File: src/rtl/trcd_pkg.sv
// ----------------------------------------------------------------------------
// trcd_pkg: shared types and constants of the thruster ramp command decoder
// Holds the item payload structs, the sequencer states, channel codes and the
// thruster pulse level function.
// ----------------------------------------------------------------------------
package trcd_pkg;

	localparam int unsigned SETTING_W = 8;
	localparam int unsigned LEVEL_W   = 17;
	localparam int unsigned PWM_W     = 5;
	localparam int unsigned CFG_IDX_W = 4;
	localparam int unsigned CFG_DATA_W = 16;

	localparam logic [SETTING_W-1:0] NEUTRAL     = 8'd127;
	localparam logic [SETTING_W-1:0] TOP_SETTING = 8'd254;
	localparam logic [SETTING_W-1:0] MAX_VALUE   = 8'd255;

	// request kinds
	localparam logic REQ_CMD  = 1'b0;
	localparam logic REQ_TICK = 1'b1;

	// command channels
	localparam logic [7:0] CH_LED0    = 8'd6;
	localparam logic [7:0] CH_LED1    = 8'd7;
	localparam logic [7:0] CH_MOTOR0  = 8'd8;
	localparam logic [7:0] CH_MOTOR1  = 8'd9;
	localparam logic [7:0] CH_SERVO0  = 8'd10;
	localparam logic [7:0] CH_SERVO3  = 8'd13;
	localparam logic [7:0] CH_STATUS  = 8'd255;

	// output pins
	localparam logic [PWM_W-1:0] PIN_MOTOR_BASE = 5'd8;
	localparam logic [PWM_W-1:0] PIN_SERVO_OFS  = 5'd2;
	localparam logic [PWM_W-1:0] PIN_STATUS     = 5'd16;

	localparam logic [LEVEL_W-1:0] SERVO_SCALE = 17'd500;
	localparam logic [LEVEL_W-1:0] LEVEL_BASE  = 17'd500;

	// configuration register indexes
	localparam logic [CFG_IDX_W-1:0] REG_RAMP_STEP     = 4'd0;
	localparam logic [CFG_IDX_W-1:0] REG_TIMEOUT_TICKS = 4'd1;

	localparam logic [7:0]  RAMP_STEP_RST = 8'd1;
	localparam logic [15:0] TIMEOUT_RST   = 16'd500;
	localparam logic [15:0] IDLE_MAX      = 16'hFFFF;

	typedef struct packed {
		logic       req_type;
		logic [7:0] channel;
		logic [7:0] value;
	} req_t;

	typedef struct packed {
		logic [PWM_W-1:0]   pwm_channel;
		logic [LEVEL_W-1:0] level;
		logic               last;
	} rsp_t;

	typedef enum logic [2:0] {
		ST_IDLE,
		ST_CMD_A,
		ST_CMD_B,
		ST_RAMP,
		ST_EMIT
	} state_t;

	typedef struct packed {
		logic [SETTING_W-1:0] next_setting;
		logic                 moved;
	} ramp_res_t;

	// 250 + floor(250*(cur+127)/127) = 500 + 2*cur - ceil(4*cur/127)
	function automatic logic [LEVEL_W-1:0] thruster_level(input logic [SETTING_W-1:0] cur);
		logic [9:0] quad;
		logic [3:0] ceil_q;
		quad   = {cur, 2'b00};
		ceil_q = '0;
		for (int k = 0; k < 8; k++) begin
			if (quad > 10'(127 * k))
				ceil_q = ceil_q + 4'd1;
		end
		return LEVEL_BASE + {8'd0, cur, 1'b0} - {13'd0, ceil_q};
	endfunction

endpackage

File: src/rtl/trcd_ramp_unit.sv
// ----------------------------------------------------------------------------
// trcd_ramp_unit: shared slew step for one thruster
// Moves a setting toward its target by at most the ramp step, clamped to
// 0..254, and flags whether the setting changed.
// ----------------------------------------------------------------------------
module trcd_ramp_unit (
	input  logic [7:0]         cur,
	input  logic [7:0]         tgt,
	input  logic [7:0]         step,
	output trcd_pkg::ramp_res_t res
);

	logic       up;
	logic [7:0] mag;
	logic [8:0] sum;
	logic [7:0] nc;

	always_comb begin
		up  = tgt > cur;
		mag = up ? (tgt - cur) : (cur - tgt);
		sum = {1'b0, cur} + {1'b0, step};
		if (cur == tgt) begin
			nc = cur;
		end else if (mag > step) begin
			if (up) begin
				nc = (sum > {1'b0, trcd_pkg::TOP_SETTING}) ? trcd_pkg::TOP_SETTING : sum[7:0];
			end else begin
				nc = (cur < step) ? 8'd0 : (cur - step);
			end
		end else begin
			nc = tgt;
		end
		res.next_setting = nc;
		res.moved        = nc != cur;
	end

endmodule

File: src/rtl/trcd_out_reg.sv
// ----------------------------------------------------------------------------
// trcd_out_reg: result output register
// Holds one result item until the consumer takes it; accepts a new one in the
// same cycle the held item leaves.
// ----------------------------------------------------------------------------
module trcd_out_reg (
	input  logic             clk,
	input  logic             arst_n,
	input  logic             push,
	input  trcd_pkg::rsp_t   push_data,
	output logic             can_push,
	output logic             rsp_valid,
	input  logic             rsp_ready,
	output trcd_pkg::rsp_t   rsp
);

	logic           valid_q;
	trcd_pkg::rsp_t data_q;

	assign can_push  = !valid_q || rsp_ready;
	assign rsp_valid = valid_q;
	assign rsp       = data_q;

	always_ff @(posedge clk or negedge arst_n) begin
		if (!arst_n) begin
			valid_q <= 1'b0;
		end else if (can_push) begin
			valid_q <= push;
		end
	end

	always_ff @(posedge clk) begin
		if (push && can_push) begin
			data_q <= push_data;
		end
	end

endmodule

File: src/rtl/thruster_ramp_command_decoder.sv
// ----------------------------------------------------------------------------
// thruster_ramp_command_decoder: slew-rate limited thruster commands
// Decodes bus commands into output levels, ramps thruster settings toward
// their targets on control ticks and returns targets to neutral when no
// command has arrived for too long.
// ----------------------------------------------------------------------------
//
//  channel | handshake            | payload
//  --------+----------------------+-------------------------------------------
//  req     | req_valid/req_ready  | req_type, channel, value
//  rsp     | rsp_valid/rsp_ready  | pwm_channel, level, last
//  cfg     | cfg_we (no wait)     | cfg_index, cfg_data
//
//  A command is accepted, then pushes its results (0, 1 or 2) in order.
//  A tick is accepted, then one ramp unit walks the thrusters one per cycle,
//  then a second pass walks them again up to the last changed one and emits
//  each changed one, one per cycle.
//  A stalled consumer holds the emit pass; req_ready is low until the item's
//  last result sits in the output register.
//  Reset sets targets and settings to neutral 127 and clears the idle count.
//
module thruster_ramp_command_decoder #(
	parameter int NUM_THRUSTERS = 6
) (
	input  logic                                clk,
	input  logic                                arst_n,
	input  logic                                req_valid,
	output logic                                req_ready,
	input  trcd_pkg::req_t                      req,
	output logic                                rsp_valid,
	input  logic                                rsp_ready,
	output trcd_pkg::rsp_t                      rsp,
	input  logic                                cfg_we,
	input  logic [trcd_pkg::CFG_IDX_W-1:0]      cfg_index,
	input  logic [trcd_pkg::CFG_DATA_W-1:0]     cfg_data
);

	localparam int IDX_W = (NUM_THRUSTERS > 1) ? $clog2(NUM_THRUSTERS) : 1;
	localparam logic [IDX_W-1:0] IDX_LAST = IDX_W'(NUM_THRUSTERS - 1);

	// configuration
	logic [7:0]  ramp_step_q;
	logic [15:0] timeout_q;

	// thruster state
	logic [7:0]  tgt_q [NUM_THRUSTERS];
	logic [7:0]  cur_q [NUM_THRUSTERS];
	logic [NUM_THRUSTERS-1:0] chg_q;
	logic [15:0] idle_q;

	// sequencer
	trcd_pkg::state_t state_q, state_d;
	logic [IDX_W-1:0] idx_q;
	logic [7:0]       cmd_chan_q;
	logic [7:0]       cmd_val_q;

	logic                  accept;
	logic                  push;
	logic                  can_push;
	trcd_pkg::rsp_t        push_data;
	logic                  idx_step;
	trcd_pkg::ramp_res_t   ramp_res;
	logic [15:0]           idle_inc;
	logic                  wd_fire;
	logic                  is_thruster;
	logic                  has_result;
	logic [NUM_THRUSTERS-1:0] chg_above;
	logic                  none_above;

	assign req_ready = state_q == trcd_pkg::ST_IDLE;
	assign accept    = req_valid && req_ready;

	// watchdog: saturating idle count, fire once it passes the limit
	assign idle_inc = (idle_q == trcd_pkg::IDLE_MAX) ? idle_q : (idle_q + 16'd1);
	assign wd_fire  = idle_inc > timeout_q;

	assign is_thruster = req.channel < 8'(NUM_THRUSTERS);
	assign has_result  = !is_thruster && (
		req.channel == trcd_pkg::CH_LED0 || req.channel == trcd_pkg::CH_LED1 ||
		req.channel == trcd_pkg::CH_MOTOR0 || req.channel == trcd_pkg::CH_MOTOR1 ||
		(req.channel >= trcd_pkg::CH_SERVO0 && req.channel <= trcd_pkg::CH_SERVO3) ||
		req.channel == trcd_pkg::CH_STATUS);

	// one ramp unit, shared by all thrusters through the walk index
	trcd_ramp_unit u_ramp (
		.cur  (cur_q[idx_q]),
		.tgt  (tgt_q[idx_q]),
		.step (ramp_step_q),
		.res  (ramp_res)
	);

	// changed thrusters still waiting beyond the current index
	always_comb begin
		for (int j = 0; j < NUM_THRUSTERS; j++) begin
			chg_above[j] = chg_q[j] && (IDX_W'(j) > idx_q);
		end
		none_above = ~|chg_above;
	end

	// next state and result selection
	always_comb begin
		state_d   = state_q;
		push      = 1'b0;
		push_data = '0;
		idx_step  = 1'b0;
		unique case (state_q)
			trcd_pkg::ST_IDLE: begin
				if (accept) begin
					if (req.req_type == trcd_pkg::REQ_TICK) begin
						state_d = trcd_pkg::ST_RAMP;
					end else if (has_result) begin
						state_d = trcd_pkg::ST_CMD_A;
					end
				end
			end
			trcd_pkg::ST_CMD_A: begin
				push = 1'b1;
				push_data.last = 1'b1;
				if (cmd_chan_q == trcd_pkg::CH_MOTOR0 || cmd_chan_q == trcd_pkg::CH_MOTOR1) begin
					// pin A carries the value, pin B follows with zero
					push_data.pwm_channel = trcd_pkg::PIN_MOTOR_BASE + {3'd0, cmd_chan_q[0], 1'b0};
					push_data.level       = {9'd0, cmd_val_q};
					push_data.last        = 1'b0;
				end else if (cmd_chan_q == trcd_pkg::CH_STATUS) begin
					push_data.pwm_channel = trcd_pkg::PIN_STATUS;
					push_data.level       = {16'd0, |cmd_val_q};
				end else if (cmd_chan_q >= trcd_pkg::CH_SERVO0) begin
					push_data.pwm_channel = cmd_chan_q[4:0] + trcd_pkg::PIN_SERVO_OFS;
					push_data.level       = {9'd0, cmd_val_q} * trcd_pkg::SERVO_SCALE;
				end else begin
					push_data.pwm_channel = cmd_chan_q[4:0];
					push_data.level       = {9'd0, cmd_val_q};
				end
				if (can_push) begin
					state_d = push_data.last ? trcd_pkg::ST_IDLE : trcd_pkg::ST_CMD_B;
				end
			end
			trcd_pkg::ST_CMD_B: begin
				push                  = 1'b1;
				push_data.pwm_channel = trcd_pkg::PIN_MOTOR_BASE + {3'd0, cmd_chan_q[0], 1'b1};
				push_data.level       = '0;
				push_data.last        = 1'b1;
				if (can_push) begin
					state_d = trcd_pkg::ST_IDLE;
				end
			end
			trcd_pkg::ST_RAMP: begin
				// advance one thruster per cycle through the ramp unit
				idx_step = 1'b1;
				if (idx_q == IDX_LAST) begin
					state_d = trcd_pkg::ST_EMIT;
				end
			end
			trcd_pkg::ST_EMIT: begin
				push_data.pwm_channel = 5'(idx_q);
				push_data.level       = trcd_pkg::thruster_level(cur_q[idx_q]);
				push_data.last        = none_above;
				if (chg_q[idx_q]) begin
					push = 1'b1;
					if (can_push) begin
						idx_step = 1'b1;
						if (none_above) state_d = trcd_pkg::ST_IDLE;
					end
				end else begin
					// skip unchanged thrusters; drop out when nothing is left
					idx_step = 1'b1;
					if (none_above) state_d = trcd_pkg::ST_IDLE;
				end
			end
			default: begin
				state_d = trcd_pkg::ST_IDLE;
			end
		endcase
	end

	always_ff @(posedge clk or negedge arst_n) begin
		if (!arst_n) begin
			state_q <= trcd_pkg::ST_IDLE;
		end else begin
			state_q <= state_d;
		end
	end

	// walk index: restart at each tick, wrap after the last thruster
	always_ff @(posedge clk or negedge arst_n) begin
		if (!arst_n) begin
			idx_q <= '0;
		end else if (accept || state_d == trcd_pkg::ST_IDLE) begin
			idx_q <= '0;
		end else if (idx_step) begin
			idx_q <= (idx_q == IDX_LAST) ? '0 : (idx_q + IDX_W'(1));
		end
	end

	// configuration registers
	always_ff @(posedge clk or negedge arst_n) begin
		if (!arst_n) begin
			ramp_step_q <= trcd_pkg::RAMP_STEP_RST;
			timeout_q   <= trcd_pkg::TIMEOUT_RST;
		end else if (cfg_we) begin
			if (cfg_index == trcd_pkg::REG_RAMP_STEP) begin
				ramp_step_q <= cfg_data[7:0];
			end else if (cfg_index == trcd_pkg::REG_TIMEOUT_TICKS) begin
				timeout_q <= cfg_data;
			end
		end
	end

	// targets, settings, change flags and the idle count
	always_ff @(posedge clk or negedge arst_n) begin
		if (!arst_n) begin
			for (int i = 0; i < NUM_THRUSTERS; i++) begin
				tgt_q[i] <= trcd_pkg::NEUTRAL;
				cur_q[i] <= trcd_pkg::NEUTRAL;
			end
			chg_q  <= '0;
			idle_q <= '0;
		end else begin
			if (accept) begin
				if (req.req_type == trcd_pkg::REQ_CMD) begin
					idle_q <= '0;
					if (is_thruster) begin
						// hold a full-scale target to the top setting
						tgt_q[req.channel[IDX_W-1:0]] <= (req.value == trcd_pkg::MAX_VALUE) ?
							trcd_pkg::TOP_SETTING : req.value;
					end
				end else begin
					chg_q <= '0;
					if (wd_fire) begin
						idle_q <= '0;
						for (int i = 0; i < NUM_THRUSTERS; i++) begin
							tgt_q[i] <= trcd_pkg::NEUTRAL;
						end
					end else begin
						idle_q <= idle_inc;
					end
				end
			end
			if (state_q == trcd_pkg::ST_RAMP) begin
				cur_q[idx_q] <= ramp_res.next_setting;
				chg_q[idx_q] <= ramp_res.moved;
			end
		end
	end

	// command payload held for the result cycles
	always_ff @(posedge clk) begin
		if (accept) begin
			cmd_chan_q <= req.channel;
			cmd_val_q  <= req.value;
		end
	end

	trcd_out_reg u_out (
		.clk       (clk),
		.arst_n    (arst_n),
		.push      (push),
		.push_data (push_data),
		.can_push  (can_push),
		.rsp_valid (rsp_valid),
		.rsp_ready (rsp_ready),
		.rsp       (rsp)
	);

endmodule

File: config.mk
export PLATFORM = sky130hd
export DESIGN_NAME = thruster_ramp_command_decoder
export DESIGN_NICKNAME = d
export VERILOG_FILES = /design/src/rtl/trcd_pkg.sv /design/src/rtl/trcd_ramp_unit.sv /design/src/rtl/trcd_out_reg.sv /design/src/rtl/thruster_ramp_command_decoder.sv
export SDC_FILE = /design/constraint.sdc
export NUM_CORES = 1
export LEC_CHECK = 0
export ABC_CLOCK_PERIOD_IN_PS = 16100
export BUFFER_PORTS_ARGS = -buffer_cell sky130_fd_sc_hd__buf_2
export CAP_MARGIN = 40
export CORE_MARGIN = 2
export CORE_UTILIZATION = 60
export CTS_CLUSTER_DIAMETER = 40
export CTS_CLUSTER_SIZE = 28
export DETAILED_ROUTE_END_ITERATION = 8
export GPL_TIMING_DRIVEN = 0
export MAX_ROUTING_LAYER = met4
export PLACE_DENSITY = 0.86
export SETUP_SLACK_MARGIN = 0.1
export SLEW_MARGIN = 10
export SYNTH_ARGS = -nofsm -noshare
export SYNTH_HDL_FRONTEND = slang
export SYNTH_HIERARCHICAL = 1
export SYNTH_SLANG_ARGS = --single-unit
File: constraint.sdc
create_clock -name clk -period 16.1 [get_ports clk]
set_input_delay 1.61 -clock clk [delete_from_list [all_inputs] [get_ports clk]]
set_output_delay 1.61 -clock clk [all_outputs]
set_load 0.01 [all_outputs]
Word-level counts from Yosys, hierarchy flattened
Index checks and enable logic that the tools add are counted.

Bits in registers: 188. Input port bits: 42. Output and inout port bits: 25. Word-level logic and storage cells: 203.

Add/sub/neg operators: 18. $mul: 1. Magnitude comparators: 29. Eq/ne operators: 19. Mux-type cells: 74. Bitwise logic cells: 3. Reduce and logical (&&, ||, !) cells: 35.

Operators with widths (number): 48-bit 2-to-1 mux (3); 8-bit 2-to-1 mux (13); 48-bit bitwise mux (2); 23-bit case mux with 3 select lines (1); 22-bit 2-to-1 mux (3); 4-bit 2-to-1 mux (15); 8-bit binary-select mux with 3-bit select (2); 8-bit demux with 3-bit select (2); 16-bit 2-to-1 mux (3); 3-bit 2-to-1 mux (12); 8-bit by 4-bit equality test with 1-bit output, second input constant (4); 10-bit greater-than comparator, second input constant (3); 4-bit by 1-bit adder with 4-bit output, second input constant (7); 8-bit equality test, second input constant (3); 8-bit subtractor (3); 10-bit by 9-bit greater-than comparator with 1-bit output, second input constant (2); 6-bit 2-to-1 mux (3); 16-bit by 1-bit adder with 16-bit output, second input constant (1); 16-bit equality test, second input constant (1); 8-bit by 3-bit equality test with 1-bit output, second input constant (2); 8-bit by 4-bit >= comparator with 1-bit output, second input constant (2); 16-bit greater-than comparator (1); 8-bit greater-than comparator (2); 8-bit by 7-bit multiplier with 15-bit output, second input constant (1); other kinds (47) (88).

Longest topological paths before layout
Gate-level depths: netlist (run 1).

Depth in word-level cells: 30. Depth in mapped cells: 36. Mapped depth without buffers: 29.

By module
The synthesis (run 1) kept the hierarchy.

Modules (own cells, without submodules): thruster_ramp_command_decoder (times used 1, cells an instance 1049, area each 10999.3 µm², seq. area each 4297.9 µm²); trcd_ramp_unit (times used 1, cells an instance 282, area each 2037.0 µm², seq. area each 0.0 µm²); trcd_out_reg (times used 1, cells an instance 27, area each 744.5 µm², seq. area each 715.7 µm²).

Worst setup path before layout (run 1)
No wires, ideal clock.

Path kind: register to register. Start point: register idx_q[0]. End point: register chg_q[2]. Setup time: 0.121 ns. Arrival: 6.815 ns. Data required time: 15.979 ns. Path slack: 9.164 ns. Stages on the path, launching flop included: 29. Buffers on the path: 5. Clock period less this slack: 6.936 ns. Cell sequence: dfrtp_1 > buf_6 > buf_6 > buf_6 > buf_2 > mux2i_1 > o21ai_0 > inv_1 > fa_1 > nand3_1 > a21oi_1 > o31ai_2 > mux2i_1 > o21ai_1 > o31a_1 > o21ai_1 > nand3_1 > xor2_1 > ha_1 > nand4_1 > a211o_1 > and2_1 > buf_6 > nand4b_1 > a2111oi_2 > o221ai_1 > o41ai_2 > nand4_1 > a22o_1.

RTL lines: start: declaration (RTL line thruster_ramp_command_decoder.sv:53) `logic [IDX_W-1:0] idx_q;`; start signal: assignment (RTL line thruster_ramp_command_decoder.sv:191) `idx_q <= (idx_q == IDX_LAST) ? '0 : (idx_q + IDX_W'(1));`; end signal: indexed assignment (RTL line thruster_ramp_command_decoder.sv:241) `chg_q[idx_q] <= ramp_res.moved;`; end: declaration (RTL line thruster_ramp_command_decoder.sv:48) `logic [NUM_THRUSTERS-1:0] chg_q;`.

==> results of run 1 <==
[report_power, final]
group / internal (W) / total, W / switching [W]
logic: 0.000916 / 0.00229 / 0.00137
registers: 0.000610 / 0.000668 / 0.0000589
clock network: 0.000207 / 0.000418 / 0.000210
total: 0.00173 / 0.00338 / 0.00164
[cell usage after synthesis, types with 6 or more instances]
library cell / number
nor3_1: 17
nand2b_1: 18
fa_1: 27
buf_6: 7
nand4_1: 15
mux2i_1: 40
mux2_2: 76
dfstp_2: 91
nand3_1: 39
a211oi_1: 15
xor2_1: 19
nor2b_1: 24
o22ai_1: 52
nor4_1: 7
nand2_1: 86
a211o_1: 6
edfxtp_1: 39
a21oi_1: 62
nand3b_1: 7
ha_1: 113
a22o_1: 13
xnor2_1: 27
o21ai_0: 44
a21o_1: 14
and3_1: 9
o21a_1: 8
buf_2: 10
a31o_2: 6
and2_1: 6
or3_1: 10
a31oi_1: 27
or2_2: 7
inv_1: 98
dfrtp_1: 58
a2bb2oi_1: 31
o2bb2a_1: 6
clkbuf_1: 27
nor2_1: 73
o221ai_1: 12
[sequential cells by signal, indices dropped and copies added, names as in the netlist]
| register | count |
|---|---|
| state_q | 3 |
| cmd_val_q | 8 |
| idx_q | 3 |
| cmd_chan_q | 8 |
| chg_q | 6 |
| u_out/rsp | 23 |
| tgt_q | 48 |
| cur_q | 48 |
| idle_q | 16 |
| u_out/rsp_valid | 1 |
| ramp_step_q | 8 |
| timeout_q | 16 |
[cell families (layout without fill, tap and decap cells)]
| family | Yosys count | in the layout | share of synthesized area [%] |
|---|---|---|---|
| AOI/OAI and AO/OA | 365 | 365 | 18.9 |
| and+or+nand+nor | 347 | 347 | 13.0 |
| DFF | 188 | 188 | 36.4 |
| buffers and inverters | 151 | 257 | 4.67 |
| adders and majority gates | 140 | 140 | 14.2 |
| muxes | 121 | 121 | 9.93 |
| xor gates and xnor gates | 46 | 46 | 2.92 |
| other | 0 | 1 | 0 |
[stage by stage]
stage | std cells | setup slack (ns)
after floorplan | 1358 | 9.16
after global placement | 1709 | 7.34
after detailed placement | 1716 | 7.62
after CTS | 1748 | 7.59
after global routing | 1750 | 6.93
final | 1750 | 7.35
[cell usage in the layout, fill, tap and decap left out, types with 41 or more instances in the layout]
cell     Yosys  final
o21ai_0     44     41
a21oi_1     62     62
buf_2       10     76
o22ai_1     52     52
dfstp_2     91     91
dfrtp_1     58     58
mux2_2      76     76
nand2_1     86     86
nor2_1      73     73
inv_1       98     98
ha_1       113    113
[worst max-delay path by stage]
stage | cells past startpoint | startpoint | to
2_1_floorplan | 28 | idx_q[0]$_DFFE_PN0P_ | chg_q[2]$_DFF_PN0_
3_3_place_gp | 29 | idx_q[0]$_DFFE_PN0P_ | chg_q[1]$_DFF_PN0_
3_5_place_dp | 30 | idx_q[0]$_DFFE_PN0P_ | chg_q[1]$_DFF_PN0_
4_1_cts | 30 | idx_q[0]$_DFFE_PN0P_ | chg_q[1]$_DFF_PN0_
5_1_grt | 30 | idx_q[0]$_DFFE_PN0P_ | chg_q[1]$_DFF_PN0_
6_report | 31 | idx_q[0]$_DFFE_PN0P_ | chg_q[1]$_DFF_PN0_
[critical path, delay by kind of cell, from the launching register on]
family	cells	cell delay, ns
adders and majority gates	2	0.61
DFF	1	0.37
AOI/OAI and AO/OA	11	3.55
and+or+nand+nor	6	1.11
xor gates and xnor gates	1	0.15
muxes	2	0.49
buffers and inverters	9	2.29
[layout make-up]
cell class | count | area, um^2
clock inverters | 14 | 145
diodes | 1 | 2.50
clock buffers | 18 | 429
fillers | 1701 | 7420
repair buffers | 74 | 425
flip-flops and latches | 188 | 5010
inverters | 103 | 387
plain buffers | 48 | 256
well taps | 285 | 357
multi-input cells | 1019 | 8140
[per-layer routing]
layer | track usage (%) | vias to the layer above | part of all wire (%)
li1 | - | 5238 | -
met1 | 41.7 | 5638 | 41
met2 | 50.1 | 576 | 46
met3 | 7.14 | 105 | 9.3
met4 | 11.4 | 0 | 3.3
met5 | - | - | 0
==> key figures, run 1 <==
Power and ir drop
  – P_leak: 6.29 nW
  – Pwr Density: 223 mW/mm^2
  – Max VDD drop: 0.135 mV
  – Final Power: 0.00338 W

Min path
  – HP Class: reg -> reg
  – Worst hold path stage count: 2
  – Worst min-delay path startpoint: tgt_q[24]$_DFFE_PN1P_
  – Worst Hold End: tgt_q[24]$_DFFE_PN1P_

CTS
  – CTS Hold Bufs: 0
  – Post-CTS sizing: 0
  – Reg clk slew, reported paths: 0.08 ns
  – Worst-skew pair later-pin latency: 0.45 ns
  – CTS H-tree lvls: 4
  – Post-CTS Setup Inserts: 0
  – Clock root cell: clkbuf_16
  – CTS tree: built
  – Clk buf depth: 2
  – Num CTS Buffers: 17
  – Clock sinks: 188

Synthesis
  – Mapped cell area: 0.0138 mm^2
  – Primary FF master, synth: dfstp_2
  – Sequential area share after synthesis: 36.4%
  – Yosys cell types: 96
  – Mean area per synthesized cell: 10.1 um^2
  – Syn Inst Count: 1358
  – Syn nets: 1540
  – Yosys reg bits: 188
  – Share of the synthesized area in the top cell type: 17.4%
  – Yosys warns: 6
  – Post-synth ARST share: 79.3%
  – Number of synthesized flops with an enable pin: 39
  – Cell accounting for the most synthesized area: dfstp_2
  – Synth top area cells: dfstp_2 (17%), dfrtp_1 (11%), ha_1 (10%)

STA
  – Min Tclk post-route: 8.75 ns
  – Slew @ Worst Pin: 0.937 ns
  – Fin Setup TNS: 0 ns
  – Clk_skew: 0.0146 ns
  – Slew Limit Headroom: 37.2%
  – Unrepaired setup endpoints after global routing: false
  – Highest Clock Rate: 114 MHz
  – Fin. Hold Viols: 0
  – Final setup fails: 0
  – Tcrit/Tclk final: 54.4%
  – Fin. max-slew vios: 0
  – Fin Hold WS: 0.499 ns

Floorplanning
  – Die Y: 156 um
  – Total die area: 0.0242 mm^2
  – I/O pin total: 67
  – Initial Utilization: 61.1%
  – Die extent in x: 156 um
  – Core area: 0.0226 mm^2
  – Rows: 55

Detailed routing
  – DRT iter0 DRCs: 1259
  – Post-DRT Antenna Nets: 0
  – DRC violation count after routing: 0
  – Routed len/inst: 21.0 um
  – Detailed Route WL: 36800 um
  – Total iterations of the first detailed-routing run: 7
  – Vias/cell: 6.60
  – Via count: 11557

Global routing
  – First-pass GRT wire length: 59600 um
  – Largest net degree at the start of global routing: 104
  – Vias in the first global route: 11494
  – Initial antenna violation count: 1
  – GRT Util Overall: 32.2%
  – Grt ovf: 0

Placed design
  – Placer Congestion: 0.959
  – Post-DP HPWL: 27300 um
  – Post-Place Cell Area: 0.0146 mm^2
  – PortBufs: 66

Setup path
  – Cell at the slowest stage of the critical path: o21ai_0
  – Worst Path Arrival: 9.05 ns
  – CP Launch Type: register
  – CP required: 16.40 ns
  – Reg2reg end: chg_q[1]$_DFF_PN0_
  – Cell mode on critical path: buf_6
  – Crit path capture type: register
  – R2R Path Start: idx_q[0]$_DFFE_PN0P_
  – Crit path largest cell delay: 0.71 ns
  – Peak fanout along the critical path: 10
  – Worst Reg2Reg Path Length in Cells: 31
  – Worst Path Class, Setup: reg -> reg
  – Reg2Reg Setup Slack: 7.35 ns

Outcome
  – Status: completed

Finish
  – Finished Core Util: 67.1%
  – Synth-to-Final Area Change: 9.95%
  – Ratio of cells with drive above 1 in the final layout: 23.4%
  – Post-route cell area: 0.0152 mm^2
  – Layout Nets: 1633

Run
  – Max-Cap Viols: 0
Note: power is estimated with default switching activity, not from simulation.
==> inputs of run 2 (changes only) <==
Settings changed: ABC_CLOCK_PERIOD_IN_PS 16100 to 8600.
Clock period 16.1 ns to 8.6 ns, I/O delays scaled along.
==> key figures, run 2 (synthesis results as in run 1) <==
Outcome
  – Status: completed

Setup path
  – Peak fanout along the critical path: 10
  – R2R Path Start: idx_q[1]$_DFFE_PN0P_
  – Crit path capture type: register
  – Worst Reg2Reg Path Length in Cells: 31
  – Crit path largest cell delay: 0.49 ns
  – Worst Path Arrival: 8.41 ns
  – Reg2Reg Setup Slack: 0.49 ns
  – CP Launch Type: register
  – Worst Path Class, Setup: reg -> reg
  – Reg2reg end: chg_q[1]$_DFF_PN0_
  – CP required: 8.90 ns
  – Cell at the slowest stage of the critical path: clkbuf_1
  – Cell mode on critical path: buf_6

CTS
  – Clock sinks: 188
  – CTS tree: built
  – CTS H-tree lvls: 4
  – Clock root cell: clkbuf_16
  – Clk buf depth: 2
  – Reg clk slew, reported paths: 0.08 ns
  – Num CTS Buffers: 17
  – Worst-skew pair later-pin latency: 0.46 ns
  – CTS Hold Bufs: 0

Floorplanning
  – Die extent in x: 156 um
  – I/O pin total: 67
  – Initial Utilization: 61.1%
  – Total die area: 0.0242 mm^2
  – Die Y: 156 um
  – Core area: 0.0226 mm^2
  – Rows: 55

Power and ir drop
  – Logic pwr share: 67.9%
  – Seq pwr share: 19.8%
  – Max VDD drop: 0.249 mV
  – Clock power share: 12.4%
  – Switch share: 48.7%
  – Pwr Density: 418 mW/mm^2
  – P_leak: 6.29 nW
  – Internal: 0.00325 W
  – Sw power: 0.00309 W

Placed design
  – PortBufs: 66
  – Placer Congestion: 0.959
  – Post-DP HPWL: 27300 um
  – Post-Place Cell Area: 0.0146 mm^2
  – Pre-CTS WS: 0.119 ns

Detailed routing
  – WL met2: 17000 um
  – Top layer reached by signal wires: met4
  – Detailed Route WL: 36800 um
  – M1 WL: 15200 um
  – Routed wl met3: 3440 um
  – Total iterations of the first detailed-routing run: 6
  – DRC violation count after routing: 0
  – DRT iter0 DRCs: 1263
  – Vias/cell: 6.60
  – Post-DRT Antenna Nets: 0
  – Via count: 11538
  – Routed len/inst: 21.0 um

STA
  – Fin. Hold Viols: 0
  – Final WS setup: 0.486 ns
  – Min Tclk post-route: 8.11 ns
  – Tcrit/Tclk final: 94.4%
  – Final setup fails: 0
  – Fin. max-slew vios: 0
  – Fin Hold WS: 0.307 ns
  – Unrepaired setup endpoints after global routing: false
  – Slew Limit Headroom: 37.0%
  – Slew @ Worst Pin: 0.940 ns
  – Highest Clock Rate: 123 MHz
  – Clk_skew: 0.0145 ns

Global routing
  – Largest net degree at the start of global routing: 104
  – GRT Util Overall: 32.1%
  – Vias in the first global route: 11475
  – Initial antenna violation count: 1
  – First-pass GRT wire length: 59500 um
  – Grt ovf: 0

Finish
  – Commonest non-fill, non-tap cell in the layout: ha_1
  – Most frequent cells in the layout: ha_1 (113), inv_1 (98), dfstp_2 (91)
  – Synth-to-Final Area Change: 9.98%
  – Multi-input logic area: 0.00815 mm^2
  – Fill count: 1701
  – Post-route cell area: 0.0152 mm^2
  – Layout Nets: 1631
  – Reg area: 0.00501 mm^2
  – Ratio of cells with drive above 1 in the final layout: 23.5%

Run
  – Max-Cap Viols: 0

Min path
  – HP Class: in -> async
==> run 2: final cells by class <==
class,count,area share (%)
Sequential cell,188,33.1
Tap cell,285,2.35
Antenna cell,1,0.0165
Clock buffer,18,2.83
Multi-Input combinational cell,1019,53.8
Clock inverter,14,0.958
Inverter,103,2.55
Timing Repair Buffer,74,2.81
Buffer,46,1.63
==> run 2: timing repair <==
item / 4_1_cts / 5_1_grt
endpoints found under the setup margin: 1 / 6
buffers inserted: 0 / 0
gates resized for setup: 1 / 2
==> run 2: power groups by stage <==
stage / logic [W] / registers (W) / clock network (W)
after floorplan: 0.00314 / 0.00126 / 0
after global placement: 0.00400 / 0.00126 / 0
after detailed placement: 0.00415 / 0.00126 / 0
after CTS: 0.00422 / 0.00125 / 0.000784
after global routing: 0.00476 / 0.00127 / 0.000820
final: 0.00430 / 0.00125 / 0.000783
==> run 2: worst max-delay path by stage <==
stage / start / to / depth (start not counted)
6_report: idx_q[1]$_DFFE_PN0P_ / chg_q[1]$_DFF_PN0_ / 31
5_1_grt: idx_q[1]$_DFFE_PN0P_ / chg_q[1]$_DFF_PN0_ / 33
3_5_place_dp: idx_q[0]$_DFFE_PN0P_ / chg_q[1]$_DFF_PN0_ / 30
2_1_floorplan: idx_q[0]$_DFFE_PN0P_ / chg_q[2]$_DFF_PN0_ / 28
3_3_place_gp: idx_q[0]$_DFFE_PN0P_ / chg_q[1]$_DFF_PN0_ / 29
4_1_cts: idx_q[0]$_DFFE_PN0P_ / chg_q[1]$_DFF_PN0_ / 30
==> run 2: stage by stage <==
stage                     power [W]  TNS [ns]  instances  util (%)
after floorplan             0.00441         0       1358         -
after global placement      0.00526    -0.813       1709      64.1
after detailed placement    0.00542         0       1716      64.5
after CTS                   0.00625         0       1747      67.1
after global routing        0.00685         0       1748      67.1
final                       0.00634         0       1748      67.1
==> run 2: critical path, delay by kind of cell (launching register included) <==
kind | cells | cell delay, ns
mux | 1 | 0.31
compound gates | 11 | 3.02
xor+xnor | 1 | 0.15
fa+ha+maj | 2 | 0.75
simple gates | 8 | 1.45
buf+inv | 8 | 1.92
flops | 1 | 0.35
==> run 2: metal layers <==
metal	GRT usage, %	vias up
li1	-	5224
met1	41.5	5632
met2	49.7	575
met3	7.47	107
met4	11.8	0
met5	-	-
==> inputs of run 3 (changes only) <==
Settings changed: ABC_CLOCK_PERIOD_IN_PS 8600 to 7400, BUFFER_PORTS_ARGS -buffer_cell sky130_fd_sc_hd__buf_2 to default, CORE_UTILIZATION 60 to 59, DONT_BUFFER_PORTS from default to 1.
Clock period 8.6 ns to 7.4 ns, I/O delays scaled along.
==> key figures, run 3 (synthesis results as in run 1) <==
Outcome
  – Status: completed

STA
  – Fin. Hold Viols: 0
  – Fin. max-slew vios: 0
  – Tcrit/Tclk final: 98.0%
  – Slew @ Worst Pin: 0.923 ns
  – Final setup fails: 0
  – Clk_skew: 0.0146 ns
  – Highest Clock Rate: 138 MHz
  – Min Tclk post-route: 7.25 ns
  – Slew Limit Headroom: 38.0%

CTS
  – Clock sinks: 188
  – Reg clk slew, reported paths: 0.08 ns
  – CTS H-tree lvls: 4
  – Clk buf depth: 2
  – Num CTS Buffers: 17
  – Clock root cell: clkbuf_16
  – CTS tree: built
  – Worst-skew pair later-pin latency: 0.45 ns

Global routing
  – Grt ovf: 0
  – First-pass GRT wire length: 60400 um
  – GRT Util Overall: 32.4%
  – Initial antenna violation count: 1
  – Vias in the first global route: 11478
  – Largest net degree at the start of global routing: 93

Floorplanning
  – Die extent in x: 157 um
  – Core area: 0.0228 mm^2
  – Total die area: 0.0246 mm^2
  – Initial Utilization: 60.5%
  – Die Y: 157 um
  – Rows: 55
  – I/O pin total: 67

Setup path
  – Worst Path Class, Setup: reg -> reg
  – CP bufs+invs: 9
  – Cell at the slowest stage of the critical path: a311oi_1
  – CP Launch Type: register
  – Cell mode on critical path: buf_4
  – Crit path capture type: register
  – CP required: 7.73 ns
  – Worst Path Arrival: 7.58 ns
  – Delay-heaviest family, CP: compound AO/OA/AOI/OAI gates
  – Crit path largest cell delay: 0.50 ns
  – Peak fanout along the critical path: 10

Power and ir drop
  – P_leak: 6.19 nW
  – Pwr Density: 490 mW/mm^2
  – Max VDD drop: 0.296 mV
  – Final Power: 0.00752 W

Finish
  – Commonest non-fill, non-tap cell in the layout: ha_1
  – Most frequent cells in the layout: ha_1 (110), inv_1 (96), dfstp_2 (91)
  – Layout Nets: 1581
  – Post-route cell area: 0.0153 mm^2
  – Ratio of cells with drive above 1 in the final layout: 23.5%
  – Synth-to-Final Area Change: 11.2%
  – Fill count: 1626

Detailed routing
  – Via count: 11704
  – Routed len/inst: 22.1 um
  – Post-DRT Antenna Nets: 0
  – DRC violation count after routing: 0
  – Total iterations of the first detailed-routing run: 8
  – Detailed Route WL: 38200 um
  – DRT iter0 DRCs: 1270
  – Vias/cell: 6.78

Placed design
  – Placer Congestion: 1.03
  – Post-Place Cell Area: 0.0142 mm^2
  – PortBufs: 0
  – Post-DP HPWL: 26900 um

Min path
  – HP Class: in -> async

Run
  – Max-Cap Viols: 0
run 3: cell types whose count changed in the layout (fill, tap and decap cells not counted), sizes merged:
cell	delta
clkbuf	+5
inv	-1
buf	-55
clkinvlp	+1
diode	+1
run 3: routing by layer:
metal | GRT usage, % | vias up | routed length, um
met5 | - | - | 0
met4 | 11.6 | 0 | 1470
met3 | 7.84 | 158 | 4110
met2 | 50.4 | 742 | 17900
met1 | 41.3 | 5665 | 14800
li1 | - | 5139 | -
run 3: cell type report:
cell class | instances | area [um^2] | area share, %
Tap cell | 313 | 392 | 2.56
Clock inverter | 14 | 183 | 1.19
Buffer | 48 | 349 | 2.28
Timing Repair Buffer | 22 | 184 | 1.20
Inverter | 103 | 390 | 2.55
Clock buffer | 18 | 450 | 2.94
Antenna cell | 2 | 5.00 | 0.0327
Sequential cell | 188 | 5010 | 32.7
Multi-Input combinational cell | 1019 | 8360 | 54.5
run 3: worst reg2reg max path: cells and delay by family, from the launching register on:
kind | cells | cell delay [ns]
AOI/OAI and AO/OA | 12 | 3.08
buffers and inverters | 9 | 1.54
and+or+nand+nor | 7 | 0.94
adders and majority gates | 3 | 0.87
DFF | 1 | 0.39
xor gates and xnor gates | 1 | 0.19
muxes | 1 | 0.13
run 3: path summary, 6_finish.rpt:
path,startpoint,to,slack [ns],cells past startpoint
max,idx_q[0]$_DFFE_PN0P_,chg_q[2]$_DFF_PN0_,0.15,33
min,arst_n,timeout_q[2]$_DFFE_PN1P_,0.14,0
max reg2reg,idx_q[0]$_DFFE_PN0P_,chg_q[2]$_DFF_PN0_,0.15,33
max in group asynchronous,arst_n,cur_q[31]$_DFFE_PN0P_,6.95,1
min in group clk,req[8],cmd_chan_q[0]$_DFFE_PP_,0.39,0
min reg2reg,tgt_q[16]$_DFFE_PN1P_,tgt_q[16]$_DFFE_PN1P_,0.49,2
run 3: repair_timing:
item                                   CTS  global route
pin swaps                                3             7
endpoints found under the hold margin   58             0
hold buffers                             1             0
setup endpoints to repair               54            36
resized for setup                       22            61
buffers inserted                         3             8
cloned                                   0             0
run 3: through the flow:
stage          utilization, %  setup WS, ns  setup TNS [ns]  std cells  hold slack, ns
2_1_floorplan               -         0.464               0       1358           0.444
3_3_place_gp             62.2         -1.36          -40.53       1671           0.449
3_5_place_dp             62.6         -1.15          -27.65       1680           0.449
4_1_cts                  65.9        0.0877               0       1716           0.116
5_1_grt                  67.3       -0.0241         -0.0507       1726           0.112
6_report                 67.3         0.150               0       1727           0.142
run 3: where the power goes:
part	internal [W]	leakage, nW	switching [W]
clock network	0.000486	0.307	0.000478
logic	0.00204	3.82	0.00301
registers	0.00133	2.05	0.000173
total	0.00386	6.19	0.00366
